File: config.mk
export PLATFORM = sky130hd
export DESIGN_NAME = accel_motion_autocalibrate_top_flat
export DESIGN_NICKNAME = d
export VERILOG_FILES = /design/src/amac_pkg.sv /design/src/amac_if.sv /design/src/accel_motion_autocalibrate_top.sv /design/src/amac_sumsq.sv /design/src/amac_isqrt.sv /design/src/flat_wrapper.sv
export VERILOG_INCLUDE_DIRS = /design/src /design/src/src
export SDC_FILE = /design/constraint.sdc
export NUM_CORES = 2
export LEC_CHECK = 0
export BUFFER_PORTS_ARGS = -buffer_cell sky130_fd_sc_hd__buf_4
export CORE_MARGIN = 10
export CORE_UTILIZATION = 36
export DETAILED_ROUTE_END_ITERATION = 16
export GPL_TIMING_DRIVEN = 1
export SETUP_SLACK_MARGIN = 0.1
export SYNTH_ARGS = -nofsm -noshare
export SYNTH_HDL_FRONTEND = slang
export SYNTH_SLANG_ARGS = --single-unit
File: constraint.sdc
create_clock -name clk -period 24.4 [get_ports clk]
set_clock_uncertainty 0.15 [all_clocks]
set_input_delay 2.44 -clock clk [delete_from_list [all_inputs] [get_ports clk]]
set_output_delay 2.44 -clock clk [all_outputs]
set_load 0.03 [all_outputs]
File: src/accel_motion_autocalibrate_top_macros.svh
// Assertion macros shared by the accelerometer calibration block.
`ifndef ACCEL_MOTION_AUTOCALIBRATE_TOP_MACROS_SVH
`define ACCEL_MOTION_AUTOCALIBRATE_TOP_MACROS_SVH

// Same-cycle implication, sampled on clk, off during reset.
`define AMAC_ASSERT_SAME(label, ante, cons, msg) \
    label: assert property (@(posedge clk) disable iff (!rst_n) (ante) |-> (cons)) \
        else $error(msg);

// Next-cycle implication, sampled on clk, off during reset.
`define AMAC_ASSERT_NEXT(label, ante, cons, msg) \
    label: assert property (@(posedge clk) disable iff (!rst_n) (ante) |=> (cons)) \
        else $error(msg);

`endif

File: src/amac_pkg.sv
// Shared types and constants of the accelerometer calibration block.
package amac_pkg;

    localparam int AXIS_W = 20;
    localparam int SUM_W  = 40;
    localparam int ROOT_W = 20;
    localparam int CNT_W  = 4;

    typedef logic signed [AXIS_W-1:0] axis_t;
    typedef logic [SUM_W-1:0]         sum_t;
    typedef logic [ROOT_W-1:0]        root_t;
    typedef logic [CNT_W-1:0]         count_t;

    // 1 g squared, in (1/8192 g)^2
    localparam sum_t   ONE_G_SQ    = 40'd67108864;
    localparam count_t COUNT_LIMIT = 4'd9;

    // Top bit of the root search: highest even power of two below 2^SUM_W.
    localparam sum_t ROOT_FIRST_BIT = sum_t'(1) << (SUM_W - 2);

endpackage

File: src/amac_if.sv
// Sample and result channel interfaces of the accelerometer calibration block.
interface amac_sample_if;
    logic       valid;
    logic       ready;
    logic [7:0] x_low_byte;
    logic [7:0] x_high_byte;
    logic [7:0] y_low_byte;
    logic [7:0] y_high_byte;
    logic [7:0] z_low_byte;
    logic [7:0] z_high_byte;

    modport source (
        output valid, x_low_byte, x_high_byte, y_low_byte, y_high_byte,
               z_low_byte, z_high_byte,
        input  ready
    );
    modport sink (
        input  valid, x_low_byte, x_high_byte, y_low_byte, y_high_byte,
               z_low_byte, z_high_byte,
        output ready
    );
endinterface

interface amac_result_if;
    logic            valid;
    logic            ready;
    amac_pkg::axis_t accel_x;
    amac_pkg::axis_t accel_y;
    amac_pkg::axis_t accel_z;
    amac_pkg::root_t magnitude;
    logic            offset_captured;
    amac_pkg::count_t motion_count;

    modport source (
        output valid, accel_x, accel_y, accel_z, magnitude, offset_captured,
               motion_count,
        input  ready
    );
    modport sink (
        input  valid, accel_x, accel_y, accel_z, magnitude, offset_captured,
               motion_count,
        output ready
    );
endinterface

File: src/accel_motion_autocalibrate_top.sv
// Top level: accelerometer offset correction, magnitude and motion-driven recalibration.
//
// sample_ch carries one raw accelerometer item (six bytes, low byte first per axis);
// result_ch returns one item per sample: the offset-corrected axes in 1/8192 g, the
// floor magnitude, the capture flag and the motion count. cfg_we/cfg_wdata write the
// full-scale select, which shifts each raw axis left by 0..3.
// Each item goes from acceptance to result valid through the shared 20x20 multiplier for
// the sum of squares, the start of the root, the two-bits-per-step square root and the
// output register.
// sample_ch.ready is high only while the sequencer is idle, so one item is in work at
// a time and a new sample is taken only once the last item has left the sequencer.
// The result sits in an output register; a new sample is taken while it waits, and a
// finished item whose result cannot yet be handed over holds until result_ch.ready.
// Reset clears the offsets and the motion count and arms a capture, so the first
// sample after reset becomes the new offsets and is reported uncorrected and flagged.
// Eleven consecutive samples above 1 g arm a capture for the following sample.
`include "accel_motion_autocalibrate_top_macros.svh"

module accel_motion_autocalibrate_top (
    input  logic                 clk,
    input  logic                 rst_n,
    input  logic                 cfg_we,
    input  logic [1:0]           cfg_wdata,
    amac_sample_if.sink          sample_ch,
    amac_result_if.source        result_ch
);

    localparam logic [1:0] ST_IDLE = 2'd0;
    localparam logic [1:0] ST_SQ   = 2'd1;
    localparam logic [1:0] ST_ROOT = 2'd2;
    localparam logic [1:0] ST_WAIT = 2'd3;

    logic [1:0]        state_reg, state_next;
    logic [1:0]        range_reg;
    amac_pkg::axis_t   off_x_reg, off_y_reg, off_z_reg;
    amac_pkg::axis_t   ax_reg, ay_reg, az_reg;
    amac_pkg::count_t  count_reg;
    logic              pending_reg;
    logic              captured_reg;

    logic              out_valid_reg;
    amac_pkg::axis_t   out_x_reg, out_y_reg, out_z_reg;
    amac_pkg::root_t   out_mag_reg;
    logic              out_cap_reg;
    amac_pkg::count_t  out_cnt_reg;

    logic              accept;
    logic              out_free;
    logic              load_out;
    amac_pkg::axis_t   sx, sy, sz;
    amac_pkg::sum_t    sum;
    logic              sum_done;
    amac_pkg::root_t   root;
    logic              root_done;

    function automatic amac_pkg::axis_t scale_axis(input logic [7:0] lo, input logic [7:0] hi,
                                                   input logic [1:0] shift);
        logic signed [15:0] raw;
        raw = {hi, lo};
        return amac_pkg::axis_t'(raw) <<< shift;
    endfunction

    assign accept   = sample_ch.valid && sample_ch.ready;
    assign out_free = !out_valid_reg || result_ch.ready;
    assign load_out = (state_reg == ST_WAIT) && out_free;

    assign sx = scale_axis(sample_ch.x_low_byte, sample_ch.x_high_byte, range_reg);
    assign sy = scale_axis(sample_ch.y_low_byte, sample_ch.y_high_byte, range_reg);
    assign sz = scale_axis(sample_ch.z_low_byte, sample_ch.z_high_byte, range_reg);

    amac_sumsq u_sumsq (
        .clk   (clk),
        .rst_n (rst_n),
        .start (accept),
        .ax    (ax_reg),
        .ay    (ay_reg),
        .az    (az_reg),
        .sum   (sum),
        .done  (sum_done)
    );

    amac_isqrt u_isqrt (
        .clk   (clk),
        .rst_n (rst_n),
        .start (sum_done),
        .value (sum),
        .root  (root),
        .done  (root_done)
    );

    always_comb
    begin
        state_next = state_reg;
        case (state_reg)
            ST_IDLE:
            begin
                if (accept)
                begin
                    state_next = ST_SQ;
                end
            end
            ST_SQ:
            begin
                if (sum_done)
                begin
                    state_next = ST_ROOT;
                end
            end
            ST_ROOT:
            begin
                if (root_done)
                begin
                    state_next = ST_WAIT;
                end
            end
            ST_WAIT:
            begin
                if (out_free)
                begin
                    state_next = ST_IDLE;
                end
            end
            default:
            begin
                state_next = ST_IDLE;
            end
        endcase
    end

    always_ff @(posedge clk or negedge rst_n)
    begin
        if (!rst_n)
        begin
            state_reg     <= ST_IDLE;
            range_reg     <= 2'd0;
            off_x_reg     <= '0;
            off_y_reg     <= '0;
            off_z_reg     <= '0;
            count_reg     <= '0;
            pending_reg   <= 1'b1;
            out_valid_reg <= 1'b0;
        end
        else
        begin
            state_reg <= state_next;
            if (cfg_we)
            begin
                range_reg <= cfg_wdata;
            end
            if (accept && pending_reg)
            begin
                off_x_reg   <= sx;
                off_y_reg   <= sy;
                off_z_reg   <= sz;
                pending_reg <= 1'b0;
            end
            // exact above-1g test on the sum, not on the floor root
            if (sum_done && (state_reg == ST_SQ))
            begin
                if (sum > amac_pkg::ONE_G_SQ)
                begin
                    if (count_reg > amac_pkg::COUNT_LIMIT)
                    begin
                        count_reg   <= '0;
                        pending_reg <= 1'b1;
                    end
                    else
                    begin
                        count_reg <= count_reg + amac_pkg::count_t'(1);
                    end
                end
                else
                begin
                    count_reg <= '0;
                end
            end
            if (load_out)
            begin
                out_valid_reg <= 1'b1;
            end
            else if (result_ch.ready)
            begin
                out_valid_reg <= 1'b0;
            end
        end
    end

    always_ff @(posedge clk)
    begin
        if (accept)
        begin
            captured_reg <= pending_reg;
            ax_reg <= pending_reg ? sx : sx - off_x_reg;
            ay_reg <= pending_reg ? sy : sy - off_y_reg;
            az_reg <= pending_reg ? sz : sz - off_z_reg;
        end
        if (load_out)
        begin
            out_x_reg   <= ax_reg;
            out_y_reg   <= ay_reg;
            out_z_reg   <= az_reg;
            out_mag_reg <= root;
            out_cap_reg <= captured_reg;
            out_cnt_reg <= count_reg;
        end
    end

    assign sample_ch.ready           = (state_reg == ST_IDLE);
    assign result_ch.valid           = out_valid_reg;
    assign result_ch.accel_x         = out_x_reg;
    assign result_ch.accel_y         = out_y_reg;
    assign result_ch.accel_z         = out_z_reg;
    assign result_ch.magnitude       = out_mag_reg;
    assign result_ch.offset_captured = out_cap_reg;
    assign result_ch.motion_count    = out_cnt_reg;

    `AMAC_ASSERT_NEXT(a_busy_after_accept, accept, !sample_ch.ready,
        "sample taken while an item is still in work")
    `AMAC_ASSERT_SAME(a_count_bound, result_ch.valid,
        result_ch.motion_count <= (amac_pkg::COUNT_LIMIT + amac_pkg::count_t'(1)),
        "motion count beyond its limit")
    `AMAC_ASSERT_SAME(a_zero_root, result_ch.valid && (result_ch.magnitude == '0),
        (result_ch.accel_x == '0) && (result_ch.accel_y == '0) && (result_ch.accel_z == '0),
        "zero magnitude with a non-zero axis")

endmodule

File: src/amac_sumsq.sv
// Sum of squares of three axes through one shared multiplier.
module amac_sumsq (
    input  logic            clk,
    input  logic            rst_n,
    input  logic            start,
    input  amac_pkg::axis_t ax,
    input  amac_pkg::axis_t ay,
    input  amac_pkg::axis_t az,
    output amac_pkg::sum_t  sum,
    output logic            done
);

    logic            busy_reg, busy_next;
    logic            done_reg, done_next;
    logic [1:0]      idx_reg, idx_next;
    amac_pkg::sum_t  prod_reg, prod_next;
    amac_pkg::sum_t  acc_reg, acc_next;
    amac_pkg::axis_t operand;
    logic signed [amac_pkg::SUM_W-1:0] square;

    always_comb
    begin
        case (idx_reg)
            2'd0:    operand = ax;
            2'd1:    operand = ay;
            2'd2:    operand = az;
            default: operand = ax;
        endcase
    end

    assign square = operand * operand;

    // idx 0..2 multiply, idx 1..3 accumulate the previous product
    always_comb
    begin
        busy_next = busy_reg;
        done_next = 1'b0;
        idx_next  = idx_reg;
        prod_next = prod_reg;
        acc_next  = acc_reg;
        if (start)
        begin
            busy_next = 1'b1;
            idx_next  = 2'd0;
            acc_next  = '0;
        end
        else if (busy_reg)
        begin
            prod_next = amac_pkg::sum_t'(square);
            if (idx_reg != 2'd0)
            begin
                acc_next = acc_reg + prod_reg;
            end
            idx_next = idx_reg + 2'd1;
            if (idx_reg == 2'd3)
            begin
                busy_next = 1'b0;
                done_next = 1'b1;
            end
        end
    end

    always_ff @(posedge clk or negedge rst_n)
    begin
        if (!rst_n)
        begin
            busy_reg <= 1'b0;
            done_reg <= 1'b0;
            idx_reg  <= 2'd0;
        end
        else
        begin
            busy_reg <= busy_next;
            done_reg <= done_next;
            idx_reg  <= idx_next;
        end
    end

    always_ff @(posedge clk)
    begin
        prod_reg <= prod_next;
        acc_reg  <= acc_next;
    end

    assign sum  = acc_reg;
    assign done = done_reg;

endmodule

File: src/amac_isqrt.sv
// Iterative floor square root, two radicand bits per cycle.
module amac_isqrt (
    input  logic            clk,
    input  logic            rst_n,
    input  logic            start,
    input  amac_pkg::sum_t  value,
    output amac_pkg::root_t root,
    output logic            done
);

    logic                        busy_reg, busy_next;
    logic                        done_reg, done_next;
    amac_pkg::sum_t              rem_reg, rem_next;
    amac_pkg::sum_t              bit_reg, bit_next;
    logic [amac_pkg::SUM_W:0]    res_reg, res_next;
    logic [amac_pkg::SUM_W:0]    trial;

    assign trial = res_reg + {1'b0, bit_reg};

    always_comb
    begin
        busy_next = busy_reg;
        done_next = 1'b0;
        rem_next  = rem_reg;
        bit_next  = bit_reg;
        res_next  = res_reg;
        if (start)
        begin
            busy_next = 1'b1;
            rem_next  = value;
            bit_next  = amac_pkg::ROOT_FIRST_BIT;
            res_next  = '0;
        end
        else if (busy_reg)
        begin
            if ({1'b0, rem_reg} >= trial)
            begin
                rem_next = rem_reg - trial[amac_pkg::SUM_W-1:0];
                res_next = (res_reg >> 1) + {1'b0, bit_reg};
            end
            else
            begin
                res_next = res_reg >> 1;
            end
            bit_next = bit_reg >> 2;
            if (bit_reg[0])
            begin
                busy_next = 1'b0;
                done_next = 1'b1;
            end
        end
    end

    always_ff @(posedge clk or negedge rst_n)
    begin
        if (!rst_n)
        begin
            busy_reg <= 1'b0;
            done_reg <= 1'b0;
        end
        else
        begin
            busy_reg <= busy_next;
            done_reg <= done_next;
        end
    end

    always_ff @(posedge clk)
    begin
        rem_reg <= rem_next;
        bit_reg <= bit_next;
        res_reg <= res_next;
    end

    assign root = res_reg[amac_pkg::ROOT_W-1:0];
    assign done = done_reg;

endmodule

File: src/flat_wrapper.sv
// flat-port wrapper written by rule: the top's interface ports become plain ports
module accel_motion_autocalibrate_top_flat 
  (clk, rst_n, cfg_we, cfg_wdata, sample_ch_valid, sample_ch_x_low_byte, sample_ch_x_high_byte, sample_ch_y_low_byte, sample_ch_y_high_byte, sample_ch_z_low_byte, sample_ch_z_high_byte, sample_ch_ready, result_ch_valid, result_ch_accel_x, result_ch_accel_y, result_ch_accel_z, result_ch_magnitude, result_ch_offset_captured, result_ch_motion_count, result_ch_ready);
  amac_sample_if sample_ch_i ();
  amac_result_if result_ch_i ();
  input  logic clk;
  input  logic rst_n;
  input  logic cfg_we;
  input  logic [1:0] cfg_wdata;
  input wire logic [$bits(sample_ch_i.valid)-1:0] sample_ch_valid;
  input wire logic [$bits(sample_ch_i.x_low_byte)-1:0] sample_ch_x_low_byte;
  input wire logic [$bits(sample_ch_i.x_high_byte)-1:0] sample_ch_x_high_byte;
  input wire logic [$bits(sample_ch_i.y_low_byte)-1:0] sample_ch_y_low_byte;
  input wire logic [$bits(sample_ch_i.y_high_byte)-1:0] sample_ch_y_high_byte;
  input wire logic [$bits(sample_ch_i.z_low_byte)-1:0] sample_ch_z_low_byte;
  input wire logic [$bits(sample_ch_i.z_high_byte)-1:0] sample_ch_z_high_byte;
  output wire logic [$bits(sample_ch_i.ready)-1:0] sample_ch_ready;
  output wire logic [$bits(result_ch_i.valid)-1:0] result_ch_valid;
  output wire logic [$bits(result_ch_i.accel_x)-1:0] result_ch_accel_x;
  output wire logic [$bits(result_ch_i.accel_y)-1:0] result_ch_accel_y;
  output wire logic [$bits(result_ch_i.accel_z)-1:0] result_ch_accel_z;
  output wire logic [$bits(result_ch_i.magnitude)-1:0] result_ch_magnitude;
  output wire logic [$bits(result_ch_i.offset_captured)-1:0] result_ch_offset_captured;
  output wire logic [$bits(result_ch_i.motion_count)-1:0] result_ch_motion_count;
  input wire logic [$bits(result_ch_i.ready)-1:0] result_ch_ready;
  assign sample_ch_i.valid = sample_ch_valid;
  assign sample_ch_i.x_low_byte = sample_ch_x_low_byte;
  assign sample_ch_i.x_high_byte = sample_ch_x_high_byte;
  assign sample_ch_i.y_low_byte = sample_ch_y_low_byte;
  assign sample_ch_i.y_high_byte = sample_ch_y_high_byte;
  assign sample_ch_i.z_low_byte = sample_ch_z_low_byte;
  assign sample_ch_i.z_high_byte = sample_ch_z_high_byte;
  assign sample_ch_ready = sample_ch_i.ready;
  assign result_ch_valid = result_ch_i.valid;
  assign result_ch_accel_x = result_ch_i.accel_x;
  assign result_ch_accel_y = result_ch_i.accel_y;
  assign result_ch_accel_z = result_ch_i.accel_z;
  assign result_ch_magnitude = result_ch_i.magnitude;
  assign result_ch_offset_captured = result_ch_i.offset_captured;
  assign result_ch_motion_count = result_ch_i.motion_count;
  assign result_ch_i.ready = result_ch_ready;
  accel_motion_autocalibrate_top u_core (.clk(clk), .rst_n(rst_n), .cfg_we(cfg_we), .cfg_wdata(cfg_wdata), .sample_ch(sample_ch_i), .result_ch(result_ch_i));
endmodule
==> metrics.csv <==
metric,value,unit
fin crit share,39.6,%
largest net degree at the start of global routing,104,
Syn. warnings,0,
fraction of layout cells with a size suffix above 1,9.28,%
final cell count without fillers,5575,
leading cell types by count after synthesis,"inv_1, nand2_1, fa_1",
Core ar.,107000,um2
Vias,29068,
# diodes,0,
CP max stage delay,0.63,ns
relative slew slack,29.2,%
Yosys reg bits,399,
TritonCTS clock tree,yes,
DRT Pass-1 Iters,7,
WS Path Type,reg2reg,
All-Layer GR Usage,16.6,%
number of synthesized flops with an enable pin,225,
Synth area leader,fa_1,
H-tree depth,2,
CP Data Arrival Time,9.93,ns
Mapped Area,38600,um2
fillers,10489,
die area,121000,um2
Nets,4874,
latest clock arrival within the worst-skew pair,0.62,ns
Critical Path Sink Type,register,
Via density,5.21,
Post-DP Area,41100,um2
Clock Pin Slew Worst Setup and Hold Paths,0.07,ns
Setup Buffers After CTS,0,
cell count after synthesis,4065,
ys flop type,edfxtp_1,
Startpoint Class,register,
Synth async-reset ratio,18.3,%
final count of hold timing violations,0,
row cnt,120,
total clock sinks,399,
max reg flops,41,
Final setup viols,0,
top cell type's share of synthesized area,20.0,%
CP dominant cell by count,fa_1,
R2R Setup Slk,14.73,ns
DRC viols,0,
cell family with most CP delay,adder cells,
unrepaired setup endpoints after global routing,false,
"Seq/Total Area, Yosys",27.5,%
library cells used by synthesis,95,
pins over their slew limit,0,
Avg WL per Cell,18.0,um
most frequent cell after synthesis,inv_1,
initial core utilization,36.2,%
Hold Crit Class,reg2reg,
Avg Inst Size Synth,9.50,um2
Final TNS setup,0,ns
Multi-input gate area,25300,um2
post-layout instance area,42700,um2
Cells after DPL,5488,
1st-iter DRT viols,1717,
Tmin final,9.67,ns
WL final,101000,um
Slew @ Worst Pin,1.06,ns
area delta synth->final,10.5,%
initial antenna violation count,1,
IO Pins,142,
sum of buffers and inverters on the critical path,7,
synth top area cells,"fa_1, edfxtp_1, ha_1",
GPL Wtd Cong,0.914,
slowest CP cell,a21o_1,
fmax,103,MHz
Syn Nets,4805,
die height,348,um
PostCTS Resize Cnt,0,
Congestion Overflow GR,0,
root buf cell,clkbuf_16,
Port Buffers,141,
hold_buf cts,0,
post-route ant nets,0,
Clock Path Buffers,3,
FF+latch area,10600,um2
first-pass GRT wire length,163000,um
crit-path max FO,20,
Num CTS Buffers,47,
Worst EP required,24.65,ns
max cap viols,0,
Die Width,348,um
vias in the first global route,29882,
status,finished clean,
detailed placement HPWL,78600,um
[cell usage in the layout, fill, tap and decap left out, types with 49 or more instances in the layout]
cell / n
a21o_1: 79
a21oi_1: 204
a31oi_1: 49
buf_4: 173
dfrtp_1: 68
dfxtp_1: 101
edfxtp_1: 225
fa_1: 385
ha_1: 300
inv_1: 571
nand2_1: 398
nand3_1: 66
nor2_1: 340
nor3_1: 57
o21ai_0: 194
o31ai_1: 52
xnor2_1: 106
xor2_1: 76
[layout make-up]
cell class,instances,share of cell area [%]
clock buffers,55,2.85
clock inverters,32,0.804
inverters,579,5.10
multi-input cells,2934,59.2
flip-flops and latches,399,24.9
well taps,1403,4.11
repair buffers,173,3.04
[per-stage QoR]
step	hold slack, ns	worst slack [ns]	utilization [%]
floorplan	0.250	16.02	-
global placement	0.253	15.13	38.5
detailed placement	0.258	14.79	38.5
CTS	0.277	14.77	40.0
global route	0.290	14.08	40.0
finish	0.281	14.73	40.0
[routing by layer]
layer  vias to the layer above  routed length, um  track usage, %
met5                         -                  0               0
met4                         0               2480            4.38
met3                       130               5070            2.50
met2                       669              47600            28.1
met1                     14190              45400            22.0
li1                      14079                  -               -
[final timing paths]
check	from	end	cells after the start
hold reg to reg	u_core.captured_reg	u_core.result_ch.offset_captured	0
setup / recovery	u_core.u_sumsq.idx_reg[0]	u_core.u_sumsq.prod_reg[36]	28
hold / removal	u_core.captured_reg	u_core.result_ch.offset_captured	0
max in group asynchronous	rst_n	u_core.u_sumsq.done	2
setup reg to reg	u_core.u_sumsq.idx_reg[0]	u_core.u_sumsq.prod_reg[36]	28
min in group asynchronous	rst_n	u_core.range_reg[0]	1
[worst reg2reg max path, delay by kind of cell, from the launching register on]
| family | cells | cell delay [ns] |
|---|---|---|
| flops | 1 | 0.41 |
| simple gates | 2 | 0.31 |
| buf+inv | 7 | 0.89 |
| compound gates | 10 | 3.47 |
| fa+ha+maj | 9 | 4.23 |
[cell families (layout without fill, tap and decap cells)]
logic type / count (synthesis) / in the layout / share of synthesized area, %
buffers and inverters: 732 / 839 / 7.23
adders and majority gates: 685 / 685 / 29.7
xor gates and xnor gates: 184 / 184 / 4.21
muxes: 115 / 115 / 3.98
AOI/OAI and AO/OA: 862 / 862 / 14.8
and+or+nand+nor: 1088 / 1088 / 12.7
DFF: 399 / 399 / 27.5
Power is left out: the tool's default activity adds up to more than one toggle a clock period on the data nets, which glitch-free logic cannot reach.
